===== config.mk =====
export PLATFORM = sky130hd
export DESIGN_NAME = siocfg_ctrl
export DESIGN_NICKNAME = d
export VERILOG_FILES = /design/src/hdl/superio_index_data_config_space_core_assert.svh /design/src/hdl/siocfg_pkg.sv /design/src/hdl/siocfg_ctrl.sv
export SDC_FILE = /design/constraint.sdc
export NUM_CORES = 1
export LEC_CHECK = 0
export ABC_AREA = 1
export BUFFER_PORTS_ARGS = -buffer_cell sky130_fd_sc_hd__buf_2
export CAP_MARGIN = 10
export CORE_AREA = 2 2 39 41
export CTS_BUF_LIST = sky130_fd_sc_hd__clkbuf_8
export DETAILED_ROUTE_END_ITERATION = 8
export DIE_AREA = 0 0 41 43
export PLACE_DENSITY = 0.3
export SLEW_MARGIN = 20
export SYNTH_ARGS = -nofsm -noshare
export SYNTH_HDL_FRONTEND = slang
export SYNTH_SLANG_ARGS = --single-unit

===== constraint.sdc =====
create_clock -name i_clk -period 0.85 [get_ports i_clk]
set_input_delay 0.085 -clock i_clk [delete_from_list [all_inputs] [get_ports i_clk]]
set_output_delay 0.085 -clock i_clk [all_outputs]
set_load 0.02 [all_outputs]

===== src/hdl/superio_index_data_config_space_core_assert.svh =====
// assertion helpers for the config space datapath
`ifndef SUPERIO_INDEX_DATA_CONFIG_SPACE_CORE_ASSERT_SVH
`define SUPERIO_INDEX_DATA_CONFIG_SPACE_CORE_ASSERT_SVH

// same-cycle implication, checked outside reset
`define SIOCFG_ASSERT_NOW(lbl, ante, cons, msg) \
    lbl: assert property (@(posedge i_clk) disable iff (!i_rst_n) (ante) |-> (cons)) \
        else $error(msg);

// next-cycle implication, checked outside reset
`define SIOCFG_ASSERT_NEXT(lbl, ante, cons, msg) \
    lbl: assert property (@(posedge i_clk) disable iff (!i_rst_n) (ante) |=> (cons)) \
        else $error(msg);

`endif


===== src/hdl/siocfg_pkg.sv =====
package siocfg_pkg;

    // bus access codes
    localparam logic ACT_WRITE  = 1'b0;
    localparam logic ACT_READ   = 1'b1;
    localparam logic PORT_INDEX = 1'b0;
    localparam logic PORT_DATA  = 1'b1;

    // result kinds
    localparam logic KIND_READ   = 1'b0;
    localparam logic KIND_REPORT = 1'b1;

    // index port keys
    localparam logic [7:0] KEY_ENTER = 8'h55;
    localparam logic [7:0] KEY_LEAVE = 8'hAA;

    // register map
    localparam logic [7:0] GLOBAL_LIMIT = 8'h30;
    localparam logic [7:0] REG_DEV_SEL  = 8'h07;
    localparam logic [7:0] REG_PORT_LO  = 8'h26;
    localparam logic [7:0] REG_PORT_HI  = 8'h27;
    localparam logic [7:0] REG_ACTIVATE = 8'h30;
    localparam logic [7:0] REG_BASE_HI  = 8'h60;
    localparam logic [7:0] REG_BASE_LO  = 8'h61;
    localparam logic [7:0] REG_IRQ      = 8'h70;

    // logical devices of the two serial ports
    localparam logic [7:0] SERIAL0_DEV = 8'h04;
    localparam logic [7:0] SERIAL1_DEV = 8'h05;

    typedef struct packed {
        logic clr_step;
        logic accept;
        logic load_rd;
        logic load_rpt;
    } t_dp_cmd;

    typedef struct packed {
        logic clr_last;
        logic acc_read;
        logic leave_rpt;
        logic out_free;
        logic rpt_one;
    } t_dp_stat;

endpackage


===== src/hdl/siocfg_ctrl.sv =====
module siocfg_ctrl (
    input  logic                i_clk,
    input  logic                i_rst_n,
    input  logic                i_in_valid,
    output logic                o_in_ready,
    input  siocfg_pkg::t_dp_stat i_stat,
    output siocfg_pkg::t_dp_cmd  o_cmd
);

    localparam logic [1:0] S_CLEAR = 2'd0;
    localparam logic [1:0] S_IDLE  = 2'd1;
    localparam logic [1:0] S_READ  = 2'd2;
    localparam logic [1:0] S_RPT   = 2'd3;

    logic [1:0] r_state;
    logic [1:0] n_state;

    assign o_in_ready     = (r_state == S_IDLE);
    assign o_cmd.clr_step = (r_state == S_CLEAR);
    assign o_cmd.accept   = o_in_ready && i_in_valid;
    assign o_cmd.load_rd  = (r_state == S_READ) && i_stat.out_free;
    assign o_cmd.load_rpt = (r_state == S_RPT) && i_stat.out_free;

    always_comb begin
        n_state = r_state;
        case (r_state)
            S_CLEAR: begin
                if (i_stat.clr_last) begin
                    n_state = S_IDLE;
                end
            end
            S_IDLE: begin
                if (o_cmd.accept) begin
                    if (i_stat.acc_read) begin
                        n_state = S_READ;
                    end else if (i_stat.leave_rpt) begin
                        n_state = S_RPT;
                    end
                end
            end
            S_READ: begin
                if (i_stat.out_free) begin
                    n_state = S_IDLE;
                end
            end
            S_RPT: begin
                if (i_stat.out_free && i_stat.rpt_one) begin
                    n_state = S_IDLE;
                end
            end
            default: begin
                n_state = S_CLEAR;
            end
        endcase
    end

    always_ff @(posedge i_clk) begin
        if (!i_rst_n) begin
            r_state <= S_CLEAR;
        end else begin
            r_state <= n_state;
        end
    end

endmodule


==> results.txt <==
----------------------------------------------------
[Status]
  Outcome ... complete, but fails checks
  Failing checks ... negative setup slack

[Pwr]
  Total power density per cell area ... 1830 mW/mm^2
  Net Sw Power ... 0.206 mW
  Share of total power in the clock network ... 0.538
  Comb pwr share ... 0.287
  Leakage power ... 0.207 nW
  Cell internal pwr ... 0.511 mW
  Switching share of total power ... 0.287
  Power share of the sequential group ... 0.175
  Peak supply drop ... 0.959 mV

[Detailed routing]
  First-pass DRT Iterations ... 2
  Average vias per placed instance ... 3.70
  DRC violations left ... 0
  Remaining number of nets flagged by the antenna check after routing ... 0
  Violation count after the first detailed-routing iteration ... 1
  Wire length per cell ... 8.22 um
  Vias ... 233
  Detailed-route wire length ... 518 um

[Logic synthesis]
  Fraction of synthesized area in multiplexers ... 0
  Share of synthesized registers carrying an async set or reset ... 0
  Prevailing post-synth register cell ... dfxtp_1
  Cell types with the highest counts after synthesis ... nand2_1, inv_1, inv_2, nand3_1
  Fraction of the yosys area taken by sequential cells ... 0.237
  Largest area contributor in the synthesized netlist ... dfxtp_1
  Yosys cell types ... 12
  Number of flops mapped to enable cells by yosys ... 0
  Leading cell types by total area after synthesis ... dfxtp_1, nand2_1, nand3_1, inv_1, o211ai_2
  Synthesized Nets ... 36
  Fraction of post-synthesis cell area in the top cell type by area ... 0.237
  Share of the synthesized netlist area taken by xor and xnor gates ... 0
  Count of yosys warnings during synthesis ... 0
  Simple-gate area share of the yosys netlist ... 0.459
  Post-synthesis instance total ... 28
  Compound-cell area share of the yosys netlist ... 0.148
  Adder-cell area share of the yosys netlist ... 0
  Mean Syn Cell Area ... 6.03 um^2
  Largest family of logic cells by synthesized area ... simple AND/OR/NAND/NOR gates
  Most repeated cell in the gate-level netlist after synthesis ... nand2_1
  Synthesized area ... 169 um^2
  Register bit total from synthesis ... 2

[Placed design]
  HPWL after detailed placement ... 438 um
  Cell area after placement ... 294 um^2
  Final weighted congestion of routability-driven global placement ... 0.633
  Worst slack, placed ... -0.0558 ns
  Input/output buffers ... 12

[Global routing]
  Largest net degree at the start of global routing ... 7
  Via count of the first global-routing pass ... 233
  Antenna violations before repair ... 0
  Global-route wire length before repair ... 876 um
  Remaining global-route overflow ... 0
  Gr usage total ... 0.0731

[Clocking]
  Reg clk slew, reported paths ... 0.03 ns
  CTS H-tree lvls ... 1
  CTS hold repair buffers ... 0
  Total clock buffers created by CTS ... 3
  Clock latency on the worst-skew pair ... 0.21 ns
  CTS sink count ... 2
  Clock tree from TritonCTS ... done
  Buffer depth of the longest clock path ... 2
  Root Driver ... clkbuf_8

[Timing]
  Max Freq ... 960 MHz
  Post-route clock period utilization ... 1.23
  Headroom to the max-slew limit ... 0.869
  Number of hold-slack violations in the final timing report ... 0
  Clock period minus worst slack ... 1.04 ns
  Final setup violation count ... 7
  Slew @ Worst Pin ... 0.196 ns
  Final setup skew ... 0.00206 ns
  Setup repair after global routing missed its margin ... true
  Pins Over Slew Limit ... 0
  PnR worst setup slack ... -0.192 ns

[Layout]
  Area added between synthesis and finish ... 133%
  Share of the core filled with cells in the final layout ... 0.284
  Largest registers ranked by flip-flop count ... r_state: 2 flops
  Max FFs per register ... 2
  Count of antenna diodes in the layout ... 0
  Total non-filler cell area in the finished layout ... 393 um^2
  Fraction of final layout cells with drive strength greater than 1 ... 0.617
  Largest Register ... r_state
  Post-layout nets ... 56

[Die]
  Initial Util ... 0.122
  Top-Level Pins ... 13
  Die Span Y ... 43 um
  Core area ... 0.00138 mm^2
  DIE AREA ... 0.00176 mm^2
  Placement Rows ... 14
  X dimension of the die ... 41 um

[Worst setup path]
  Setup crit end kind ... primary output
  Largest driver fanout on the critical path ... 6
  WP data arrival ... 0.96 ns
  Req. time, crit path ... 0.76 ns
  Startpoint type of the worst setup path ... flop
  Type of the setup path with the least slack ... reg -> out

[Hold path]
  HP Class ... in -> reg

[Run]
  Number of violations of the max-capacitance limit ... 0

----------------------------------------------------
## metrics by stage
stage          std cells  power [mW]  hold slack (ns)  TNS (ns)
3_3_place_gp          57       0.294            0.351    -0.162
3_5_place_dp          57       0.295            0.362    -0.193
2_1_floorplan         28       0.237            0.225    -0.109
4_1_cts               63       0.734            0.140     -1.05
6_report              63       0.717            0.144    -0.985
5_1_grt               63       0.759            0.140     -1.21
## critical path, stage by stage (launching register included)
cell,delay [ns]
dfxtp_4,0.39
inv_4,0.06
nor3_4,0.16
buf_6,0.14
## layout by cell type, fill, tap and decap left out
cell	Yosys	final
inv_6	0	1
inv_2	3	1
nor3_4	0	2
buf_4	0	3
inv_4	0	1
o21ai_0	1	1
and3_2	1	1
nor2_4	1	2
inv_1	4	5
buf_6	0	5
o211ai_2	1	1
buf_2	0	7
nand3_1	3	3
nand2_1	8	8
clkbuf_8	0	3
a21boi_1	1	1
dfxtp_4	0	2
## power by group through the flow
stage / clock [mW] / sequential [mW] / combinational (mW)
final: 0.386 / 0.125 / 0.206
after global routing: 0.408 / 0.127 / 0.224
after global placement: 0 / 0.133 / 0.161
after detailed placement: 0 / 0.133 / 0.162
after floorplan: 0 / 0.129 / 0.108
after CTS: 0.400 / 0.125 / 0.210
## routing by layer
metal  wire length [um]  part of all wire  track usage
met4                  0                 0       0.0400
met5                  0                 0            0
met1                204              0.39       0.0796
met2                285              0.55        0.113
met3                 27             0.052       0.0314
## final timing paths
path,depth (start not counted),startpoint,endpoint,slack (ns)
worst max-delay path,3,r_state[0]$_SDFFE_PN0P_,o_cmd[0],-0.19
worst max register to register,7,r_state[1]$_SDFFE_PN0P_,r_state[0]$_SDFFE_PN0P_,-0.14
worst min-delay path,2,i_rst_n,r_state[1]$_SDFFE_PN0P_,0.14
worst min register to register,4,r_state[0]$_SDFFE_PN0P_,r_state[1]$_SDFFE_PN0P_,0.65
## cell families (layout without fill, tap and decap cells)
| family | count (synthesis) | count (layout) |
|---|---|---|
| buffers and inverters | 7 | 26 |
| DFF | 2 | 2 |
| AOI/OAI and AO/OA | 3 | 3 |
| and+or+nand+nor | 16 | 16 |
## cell type report
cell class / instances / area (um^2)
clock buffer: 3 / 41.3
clock inverter: 1 / 3.75
fill: 163 / 991
inverter: 7 / 33.8
multi-input combinational: 19 / 133
sequential: 2 / 47.5
tap: 16 / 20.0
timing repair buffer: 15 / 114
## repair_timing
item / in CTS / in global routing
setup buffers: 2 / 0
gates resized for setup: 12 / 1
pin swaps: 3 / 0
endpoints found under the setup margin: 7 / 7
hold endpoints to repair: 0 / 0
Power figures use the tool's default switching activity.
